### config.mk
export PLATFORM = sky130hd
export DESIGN_NAME = prim_minimum_spanning_tree
export DESIGN_NICKNAME = d
export VERILOG_FILES = /design/src/design/prim_mst_pkg.sv /design/src/design/prim_minimum_spanning_tree.sv /design/src/design/prim_mst_ram.sv /design/src/design/prim_mst_core.sv
export SDC_FILE = /design/constraint.sdc
export NUM_CORES = 2
export LEC_CHECK = 0
export BUFFER_PORTS_ARGS = -buffer_cell sky130_fd_sc_hd__buf_2
export CAP_MARGIN = 30
export CORE_UTILIZATION = 45
export DETAILED_ROUTE_END_ITERATION = 8
export SLEW_MARGIN = 30
export SYNTH_ARGS = -nofsm -noshare
export SYNTH_HDL_FRONTEND = slang
export SYNTH_HIERARCHICAL = 1
export SYNTH_MEMORY_MAX_BITS = 65536
export SYNTH_SLANG_ARGS = --single-unit
### constraint.sdc
create_clock -name clk -period 9.9 [get_ports clk]
set_input_delay 2.97 -clock clk [delete_from_list [all_inputs] [get_ports clk]]
set_output_delay 2.97 -clock clk [all_outputs]
set_load 0.01 [all_outputs]
### src/design/prim_mst_pkg.sv
// ----------------------------------------------------------------------------
// prim_mst_pkg: shared types and constants
// Sizes, register indexes and the run request passed from the top level
// to the tree sequencer.
// ----------------------------------------------------------------------------
package prim_mst_pkg;

	localparam int MAX_VERTICES = 16;
	localparam int WEIGHT_BITS  = 16;
	localparam int VIDX_W       = $clog2(MAX_VERTICES);
	localparam int VCNT_W       = $clog2(MAX_VERTICES + 1);
	localparam int ADDR_W       = 2 * VIDX_W;
	localparam int STORE_DEPTH  = MAX_VERTICES * MAX_VERTICES;

	localparam int CFG_DATA_W   = 16;
	localparam int CFG_IDX_W    = 2;

	// configuration register indexes
	localparam logic [CFG_IDX_W-1:0] REG_SOURCE_VERTEX  = 2'd0;
	localparam logic [CFG_IDX_W-1:0] REG_VERTEX_COUNT   = 2'd1;
	localparam logic [CFG_IDX_W-1:0] REG_NO_EDGE_WEIGHT = 2'd2;

	localparam logic [VIDX_W-1:0]      SOURCE_RESET  = '0;
	localparam logic [VCNT_W-1:0]      COUNT_RESET   = VCNT_W'(5);
	localparam logic [WEIGHT_BITS-1:0] NO_EDGE_RESET = WEIGHT_BITS'(9999);

	typedef struct packed {
		logic                   start;
		logic [VCNT_W-1:0]      n;
		logic [VIDX_W-1:0]      src;
		logic [WEIGHT_BITS-1:0] none_w;
	} run_cmd_t;

endpackage

### src/design/prim_minimum_spanning_tree.sv
// ----------------------------------------------------------------------------
// prim_minimum_spanning_tree: Prim MST over a loaded adjacency matrix
// Config registers, weight RAM and the Prim sequencer.
// ----------------------------------------------------------------------------
// Usage:
//   Input channel (in_valid/in_ready) carries one matrix entry per request:
//   row_vertex, column_vertex, edge_weight. Entries are stored one per cycle while in_ready is high.
//   A request with final_entry set is stored and, for n of 2 or more, starts
//   the run over vertices 0..n-1 from source_vertex; in_ready stays low
//   until the run's results have all been handed to the output register.
//   Output channel (out_valid/out_ready) gives one request per non-source
//   vertex in index order; last_result marks the final one.
//   A run takes a start step, then per joined vertex a key scan and a row
//   relaxation one after the other (the single weight RAM read port and the
//   shared comparator set this), a last scan, then the output phase.
//   A stalled receiver holds the sequencer in its output phase; nothing
//   is lost. Config (cfg_we/cfg_index/cfg_wdata) is written while idle.
//   Reset returns the sequencer to idle and the registers to source 0,
//   count 5, no-edge weight 9999; the weight RAM is not cleared.
// ----------------------------------------------------------------------------
module prim_minimum_spanning_tree (
	input  logic                                    clk,
	input  logic                                    arst_n,
	input  logic                                    cfg_we,
	input  logic [prim_mst_pkg::CFG_IDX_W-1:0]      cfg_index,
	input  logic [prim_mst_pkg::CFG_DATA_W-1:0]     cfg_wdata,
	input  logic                                    in_valid,
	output logic                                    in_ready,
	input  logic [prim_mst_pkg::VIDX_W-1:0]         row_vertex,
	input  logic [prim_mst_pkg::VIDX_W-1:0]         column_vertex,
	input  logic [prim_mst_pkg::WEIGHT_BITS-1:0]    edge_weight,
	input  logic                                    final_entry,
	output logic                                    out_valid,
	input  logic                                    out_ready,
	output logic [prim_mst_pkg::VIDX_W-1:0]         tree_vertex,
	output logic [prim_mst_pkg::VIDX_W-1:0]         parent_vertex,
	output logic [prim_mst_pkg::WEIGHT_BITS-1:0]    joining_weight,
	output logic                                    reached,
	output logic                                    last_result
);

	localparam int VW = prim_mst_pkg::VIDX_W;
	localparam int CW = prim_mst_pkg::VCNT_W;
	localparam int WW = prim_mst_pkg::WEIGHT_BITS;

	logic [VW-1:0] source_vertex_q;
	logic [CW-1:0] vertex_count_q;
	logic [WW-1:0] no_edge_weight_q;

	logic [CW-1:0] n_clamp;
	logic [VW-1:0] src_eff;
	logic          busy;
	logic          in_acc;
	logic          rd_en;
	logic [prim_mst_pkg::ADDR_W-1:0] rd_addr;
	logic [WW-1:0] rd_data;
	prim_mst_pkg::run_cmd_t cmd;

	always_ff @(posedge clk or negedge arst_n) begin
		if (!arst_n) begin
			source_vertex_q  <= prim_mst_pkg::SOURCE_RESET;
			vertex_count_q   <= prim_mst_pkg::COUNT_RESET;
			no_edge_weight_q <= prim_mst_pkg::NO_EDGE_RESET;
		end else if (cfg_we) begin
			unique case (cfg_index)
				prim_mst_pkg::REG_SOURCE_VERTEX:  source_vertex_q  <= cfg_wdata[VW-1:0];
				prim_mst_pkg::REG_VERTEX_COUNT:   vertex_count_q   <= cfg_wdata[CW-1:0];
				prim_mst_pkg::REG_NO_EDGE_WEIGHT: no_edge_weight_q <= cfg_wdata[WW-1:0];
				default: ;
			endcase
		end
	end

	// oversize counts saturate, out-of-range source falls back to vertex 0
	assign n_clamp = (vertex_count_q > CW'(prim_mst_pkg::MAX_VERTICES)) ?
		CW'(prim_mst_pkg::MAX_VERTICES) : vertex_count_q;
	assign src_eff = ({1'b0, source_vertex_q} >= n_clamp) ? '0 : source_vertex_q;

	assign in_ready = !busy;
	assign in_acc   = in_valid && in_ready;

	always_comb begin
		cmd.start  = in_acc && final_entry && (n_clamp >= CW'(2));
		cmd.n      = n_clamp;
		cmd.src    = src_eff;
		cmd.none_w = no_edge_weight_q;
	end

	prim_mst_ram #(
		.WIDTH (WW),
		.DEPTH (prim_mst_pkg::STORE_DEPTH)
	) u_weight_ram (
		.clk   (clk),
		.we    (in_acc),
		.waddr ({row_vertex, column_vertex}),
		.wdata (edge_weight),
		.re    (rd_en),
		.raddr (rd_addr),
		.rdata (rd_data)
	);

	prim_mst_core u_core (
		.clk            (clk),
		.arst_n         (arst_n),
		.cmd            (cmd),
		.busy           (busy),
		.rd_en          (rd_en),
		.rd_addr        (rd_addr),
		.rd_data        (rd_data),
		.out_valid      (out_valid),
		.out_ready      (out_ready),
		.tree_vertex    (tree_vertex),
		.parent_vertex  (parent_vertex),
		.joining_weight (joining_weight),
		.reached        (reached),
		.last_result    (last_result)
	);

endmodule

### src/design/prim_mst_ram.sv
// ----------------------------------------------------------------------------
// prim_mst_ram: generic single-write, single-read RAM
// One write port, one read port with registered read data.
// ----------------------------------------------------------------------------
module prim_mst_ram #(
	parameter int WIDTH = 16,
	parameter int DEPTH = 256
) (
	input  logic                     clk,
	input  logic                     we,
	input  logic [$clog2(DEPTH)-1:0] waddr,
	input  logic [WIDTH-1:0]         wdata,
	input  logic                     re,
	input  logic [$clog2(DEPTH)-1:0] raddr,
	output logic [WIDTH-1:0]         rdata
);

	logic [WIDTH-1:0] mem_q [DEPTH];

	always_ff @(posedge clk) begin
		if (we) begin
			mem_q[waddr] <= wdata;
		end
		if (re) begin
			rdata <= mem_q[raddr];
		end
	end

endmodule

### src/design/prim_mst_core.sv
// ----------------------------------------------------------------------------
// prim_mst_core: Prim sequencer with one shared weight comparator
// Scans keys for the cheapest open vertex, relaxes its matrix row from the
// weight RAM, then reports the tree through an output register.
// ----------------------------------------------------------------------------
module prim_mst_core (
	input  logic                                     clk,
	input  logic                                     arst_n,
	input  prim_mst_pkg::run_cmd_t                   cmd,
	output logic                                     busy,
	output logic                                     rd_en,
	output logic [prim_mst_pkg::ADDR_W-1:0]          rd_addr,
	input  logic [prim_mst_pkg::WEIGHT_BITS-1:0]     rd_data,
	output logic                                     out_valid,
	input  logic                                     out_ready,
	output logic [prim_mst_pkg::VIDX_W-1:0]          tree_vertex,
	output logic [prim_mst_pkg::VIDX_W-1:0]          parent_vertex,
	output logic [prim_mst_pkg::WEIGHT_BITS-1:0]     joining_weight,
	output logic                                     reached,
	output logic                                     last_result
);

	localparam int MAXV = prim_mst_pkg::MAX_VERTICES;
	localparam int VW   = prim_mst_pkg::VIDX_W;
	localparam int CW   = prim_mst_pkg::VCNT_W;
	localparam int WW   = prim_mst_pkg::WEIGHT_BITS;

	localparam logic [1:0] ST_IDLE = 2'd0;
	localparam logic [1:0] ST_SCAN = 2'd1;
	localparam logic [1:0] ST_UPD  = 2'd2;
	localparam logic [1:0] ST_OUT  = 2'd3;

	logic [1:0]    state_q;
	logic [CW-1:0] idx_q;
	logic [CW-1:0] n_q;
	logic [CW-1:0] lastv_q;
	logic [VW-1:0] src_q;
	logic [WW-1:0] none_q;
	logic [WW-1:0] best_q;
	logic [VW-1:0] pick_q;
	logic          found_q;
	logic          upd_s1;
	logic [VW-1:0] y_s1;
	logic          out_valid_q;

	logic [WW-1:0] key_q    [MAXV];
	logic [VW-1:0] parent_q [MAXV];
	logic [MAXV-1:0] in_tree_q;

	logic [VW-1:0] sel;
	logic [VW-1:0] idx_lo;
	logic [WW-1:0] key_rd;
	logic [VW-1:0] par_rd;
	logic          tree_rd;
	logic [WW-1:0] cmp_a;
	logic [WW-1:0] cmp_b;
	logic          cmp_lt;
	logic          scan_hit;
	logic          scan_end;
	logic          found_nx;
	logic [VW-1:0] pick_nx;
	logic          idx_lt_n;
	logic          upd_hit;
	logic          out_load;
	logic          start;

	assign start  = (state_q == ST_IDLE) && cmd.start;
	assign idx_lo = idx_q[VW-1:0];
	assign sel    = (state_q == ST_UPD) ? y_s1 : idx_lo;
	assign key_rd  = key_q[sel];
	assign par_rd  = parent_q[sel];
	assign tree_rd = in_tree_q[sel];

	// shared comparator: scan min, row relaxation, reached test
	always_comb begin
		unique case (state_q)
			ST_SCAN: begin
				cmp_a = key_rd;
				cmp_b = best_q;
			end
			ST_UPD: begin
				cmp_a = rd_data;
				cmp_b = key_rd;
			end
			default: begin
				cmp_a = key_rd;
				cmp_b = none_q;
			end
		endcase
	end
	assign cmp_lt = cmp_a < cmp_b;

	assign scan_hit = (state_q == ST_SCAN) && !tree_rd && cmp_lt;
	assign scan_end = idx_q == (n_q - CW'(1));
	assign found_nx = found_q | scan_hit;
	assign pick_nx  = scan_hit ? idx_lo : pick_q;
	assign idx_lt_n = idx_q < n_q;

	assign rd_en   = (state_q == ST_UPD) && idx_lt_n;
	assign rd_addr = {pick_q, idx_lo};
	assign upd_hit = (state_q == ST_UPD) && upd_s1 && !tree_rd && cmp_lt;

	assign out_load = (state_q == ST_OUT) && idx_lt_n && (idx_lo != src_q) &&
		(!out_valid_q || out_ready);

	assign busy      = state_q != ST_IDLE;
	assign out_valid = out_valid_q;

	always_ff @(posedge clk or negedge arst_n) begin
		if (!arst_n) begin
			state_q     <= ST_IDLE;
			idx_q       <= '0;
			found_q     <= 1'b0;
			upd_s1      <= 1'b0;
			out_valid_q <= 1'b0;
			in_tree_q   <= '0;
		end else begin
			if (out_load) begin
				out_valid_q <= 1'b1;
			end else if (out_ready) begin
				out_valid_q <= 1'b0;
			end
			unique case (state_q)
				ST_IDLE: begin
					if (cmd.start) begin
						state_q   <= ST_SCAN;
						idx_q     <= '0;
						found_q   <= 1'b0;
						in_tree_q <= '0;
					end
				end
				ST_SCAN: begin
					if (scan_end) begin
						found_q <= 1'b0;
						idx_q   <= '0;
						if (found_nx) begin
							in_tree_q[pick_nx] <= 1'b1;
							state_q            <= ST_UPD;
						end else begin
							state_q <= ST_OUT;
						end
					end else begin
						found_q <= found_nx;
						idx_q   <= idx_q + CW'(1);
					end
				end
				ST_UPD: begin
					upd_s1 <= idx_lt_n;
					if (idx_lt_n) begin
						idx_q <= idx_q + CW'(1);
					end else begin
						// last row entry is relaxed this cycle
						state_q <= ST_SCAN;
						idx_q   <= '0;
					end
				end
				ST_OUT: begin
					if (!idx_lt_n) begin
						state_q <= ST_IDLE;
					end else if ((idx_lo == src_q) || out_load) begin
						idx_q <= idx_q + CW'(1);
					end
				end
				default: begin
					state_q <= ST_IDLE;
				end
			endcase
		end
	end

	always_ff @(posedge clk) begin
		if (start) begin
			n_q    <= cmd.n;
			src_q  <= cmd.src;
			none_q <= cmd.none_w;
			best_q <= cmd.none_w;
			lastv_q <= ({1'b0, cmd.src} == (cmd.n - CW'(1))) ?
				(cmd.n - CW'(2)) : (cmd.n - CW'(1));
			for (int i = 0; i < MAXV; i++) begin
				key_q[i]    <= cmd.none_w;
				parent_q[i] <= '0;
			end
			key_q[cmd.src] <= '0;
		end
		if (state_q == ST_SCAN) begin
			if (scan_end) begin
				best_q <= none_q;
			end else if (scan_hit) begin
				best_q <= key_rd;
			end
			if (scan_hit) begin
				pick_q <= idx_lo;
			end
		end
		y_s1 <= idx_lo;
		if (upd_hit) begin
			key_q[y_s1]    <= rd_data;
			parent_q[y_s1] <= pick_q;
		end
		if (out_load) begin
			tree_vertex    <= idx_lo;
			reached        <= cmp_lt;
			parent_vertex  <= cmp_lt ? par_rd : '0;
			joining_weight <= cmp_lt ? key_rd : '0;
			last_result    <= idx_q == lastv_q;
		end
	end

endmodule

==> metrics.md <==
| Metric | Value |
|---|---|
| # DRC | `0` |
| RePlAce Congestion | `0.873` |
| Pins over their slew limit | `0` |
| Cts bufs inserted | `461` |
| Switching power | `17.1 mW` |
| Largest area contributor in the netlist | `edfxtp_1` |
| Pre-Repair DR Iteration Count | `6` |
| Number of synthesized register bits | `4563` |
| CP max-delay cell | `a311oi_4` |
| Hold Fails Final Rpt | `0` |
| Worst EP required | `10.69 ns` |
| Final period util | `0.805` |
| Crit-path cells | `inv_1 > ha_2 > buf_4 > mux2_4 > buf_4 > mux4_2 > nand2_1 > a31oi_1 > a22oi_1 > nand2_1 > o21ai_0 > ha_1 > a21o_1 > a21oi_1 > and4_1 > a21bo_2 > a311oi_4 > buf_12 > nand2_1 > o21ai_0` |
| Total wire length | `506000 µm` |
| FMAX | `125 MHz` |
| Clock slew at reported path FFs | `0.06 ns` |
| Post-synth EDFFs | `4492` |
| Power share of the combinational group | `0.273` |
| Main area contributors after synthesis | `edfxtp_1, mux4_2, mux2i_1, o221ai_1, nor2_1` |
| Clock power frac | `0.318` |
| CTS hold repair buffers | `0` |
| Vias in the first global route | `95200` |
| Final core occ | `0.511` |
| Top_reg_cell synth | `edfxtp_1` |
| Clock sink count | `4563` |
| Core box area | `404000 µm²` |
| Layout area overhead | `12.6%` |
| Via Count | `97100` |
| Syn_area_per_cell | `19.3 µm²` |
| Crit end category | `register` |
| P_int | `37.0 mW` |
| Post-CTS Setup Bufs | `0` |
| Min Tclk post-route | `7.97 ns` |
| Root Buffer | `clkbuf_16` |
| Clock Latency Late Sink | `0.98 ns` |
| VDD IR max | `0.263 mV` |
| H-tree lvl count | `5` |
| Detail Route Antenna Nets | `0` |
| Slowest stage delay, CP | `0.89 ns` |
| RSZ-0062 raised after global routing | `false` |
| Startpoint types | `register` |
| Nets | `9841` |
| Family with the most delay on the worst path | `compound AO/OA/AOI/OAI gates` |
| # setup viols final | `0` |
| Post-synth cell types | `81` |
| Number of vias per cell | `6.24` |
| I/O pin total | `76` |
| Post-CTS Resized | `0` |
| Slew margin rel. | `0.255` |
| IO Port Bufs | `75` |
| Largest net degree at the start of global routing | `209` |
| Worst-path fanout max | `208` |
| CTS tree | `built` |
| Synthesized cell area | `183000 µm²` |
| Power density relative to cell area | `263 nW/µm²` |
| Top Layer Used | `met5` |
| Initial antenna violation count | `30` |
| Total track usage | `0.244` |
| Seq/Total Area, Yosys | `0.746` |
| Worst path buffer plus inverter count | `4` |
| WL met3 | `44600 µm` |
| Die Y | `640 µm` |
| Die ar. | `409000 µm²` |
| Worst path most repeated cell | `nand2_1` |
| Row count | `233` |
| Switching Share | `0.316` |
| Die W | `640 µm` |
| Overflow after GRT | `0` |
| CTS max path bufs | `4` |
| Effective utilization at floorplan | `0.453` |
| Status | `completed` |
| Iter 0 DRT Violations | `12300` |
| Ys Warns | `6` |
| Met2 routed WL | `240000 µm` |
| Critical path class | `reg2reg` |
| Syn_nets | `9547` |
| Clock Skews | `0.0637 ns` |
| Yosys top cell area share | `0.737` |
| Lkg Pwr | `64.7 nW` |
| WL/cell | `32.5 µm` |
| Cells after synthesis | `9466` |
| First-pass GRT wire length | `717000 µm` |
| Detailed placer's ending HPWL | `298000 µm` |
| Reg power frac | `0.409` |
| Final TNS setup | `0 ns` |
| Critical path arrival | `8.77 ns` |
| Hold WC Path Type | `reg2reg` |
| Share of cells above drive strength 1 | `0.232` |
| Met1 wire length | `203000 µm` |
| Least-Margin Pin Slew | `1.12 ns` |
| Async S/R FF share, synth | `0.0112` |
| Max-cap violations | `0` |
==> final timing paths <==
kind,start,end,slack [ns],cells past startpoint
max in group asynchronous,arst_n,u_core/idx_q[2],7.33,1
setup reg to reg,u_core/state_q[0],u_core/key_q[1][15],1.93,20
setup / recovery,u_core/state_q[0],u_core/key_q[1][15],1.93,20
hold reg to reg,u_core/in_tree_q[2],u_core/in_tree_q[2],0.48,2
hold / removal,u_core/in_tree_q[2],u_core/in_tree_q[2],0.48,2
min in group asynchronous,arst_n,source_vertex_q[2],2.04,1
==> kinds of logic after synthesis <==
logic type	Yosys count	share of synthesized area
AO/OA/AOI/OAI	1332	0.0508
buffers and inverters	694	0.0205
AND/OR/NAND/NOR	1142	0.0279
multiplexers	1678	0.152
XOR/XNOR	24	0.00115
adder cells (fa/ha/maj)	33	0.00225
flip-flops	4563	0.746
==> power by group through the flow <==
stage	clock, mW	combinational [mW]	sequential, mW
after floorplan	0	9.76	22.3
after global placement	0	14.5	22.5
after detailed placement	0	14.7	22.5
after CTS	17.5	14.7	22.1
after global routing	18.2	15.5	22.2
final	17.2	14.8	22.1
==> registers in the layout (all words and copies together) (netlist names), 2 cells and up <==
register,cells
u_weight_ram/mem_q,4096
u_core/key_q,256
u_core/parent_q,64
no_edge_weight_q,16
u_core/best_q,16
u_core/in_tree_q,16
u_core/joining_weight,16
u_core/none_q,16
u_weight_ram/rdata,16
u_core/idx_q,5
u_core/lastv_q,5
u_core/n_q,5
vertex_count_q,5
source_vertex_q,4
u_core/parent_vertex,4
u_core/pick_q,4
u_core/src_q,4
u_core/tree_vertex,4
u_core/y_s1,4
u_core/state_q,2
==> worst reg2reg max path, stage by stage (launching register included) <==
cell and delay, ns:
dfrtp_1 0.41, inv_1 0.10, ha_2 0.22, buf_4 0.49, mux2_4 0.81, buf_4 0.46, mux4_2 0.25, nand2_1 0.05
a31oi_1 0.76, a22oi_1 0.16, nand2_1 0.11, o21ai_0 0.09, ha_1 0.31, a21o_1 0.19, a21oi_1 0.25, and4_1 0.26
a21bo_2 0.29, a311oi_4 0.89, buf_12 0.64, nand2_1 0.73, o21ai_0 0.35
==> Yosys cell counts (11+ instances only) <==
master     instances
nand3_1           73
edfxtp_1        4492
nor3_1            99
a22oi_1           59
mux2_4            11
o21ai_0          213
o31ai_1           34
o22ai_1          169
mux2_2           128
clkbuf_1         364
dfrtp_1           41
nor4_1            18
mux2i_1          681
o32ai_1           20
o21ai_1           52
a211oi_1          19
o221ai_1         253
a311oi_1          12
a31oi_1           27
nand2_1          380
o2bb2ai_1         32
a32oi_1           18
o211ai_1          98
buf_1             46
nor2b_1           31
buf_2            106
mux4_2           858
inv_1             29
buf_4             48
dfxtp_1           20
and3_1            46
xnor2_1           15
ha_1              33
and2_1            24
a221oi_1          28
nand4_1           32
a21oi_1          188
a22o_1            65
buf_8             11
buf_6             84
nor2_1           389
==> metrics by stage <==
| stage | area [µm²] | power (mW) | cells | hold slack [ns] | worst slack (ns) |
|---|---|---|---|---|---|
| after detailed placement | 191000 | 37.2 | 14700 | 0.467 | 2.13 |
| final | 206000 | 54.1 | 15600 | 0.482 | 1.93 |
| after global routing | 206000 | 55.8 | 15600 | 0.510 | 1.58 |
| after global placement | 191000 | 37.0 | 14700 | 0.463 | 2.24 |
| after CTS | 206000 | 54.3 | 15600 | 0.480 | 2.05 |
| after floorplan | 183000 | 32.0 | 9466 | 0.407 | 3.01 |
==> cell usage in the layout (no fill, tap or decap), types with 98 or more instances in the layout <==
cell       count
a21oi_1      188
buf_4        385
clkbuf_16    467
clkinv_1     111
edfxtp_1    4492
mux2_2       127
mux2i_1      678
mux4_2       858
nand2_1      376
nor2_1       301
o211ai_1      98
o21ai_0      209
o221ai_1     253
o22ai_1      169
==> routing by layer <==
layer,up-vias,GRT usage
met4,12,0.0838
met5,-,0.00201
li1,39900,-
met2,4827,0.388
met1,51500,0.341
met3,842,0.0440
==> layout make-up <==
class | count | area (µm²)
fillers | 31800 | 198000
flip-flops and latches | 4563 | 137000
clock inverters | 302 | 2920
well taps | 5405 | 6760
repair buffers | 495 | 4140
diodes | 15 | 37.5
clock buffers | 556 | 12000
inverters | 30 | 125
multi-input cells | 4209 | 43600
Power figures use the tool's default switching activity.
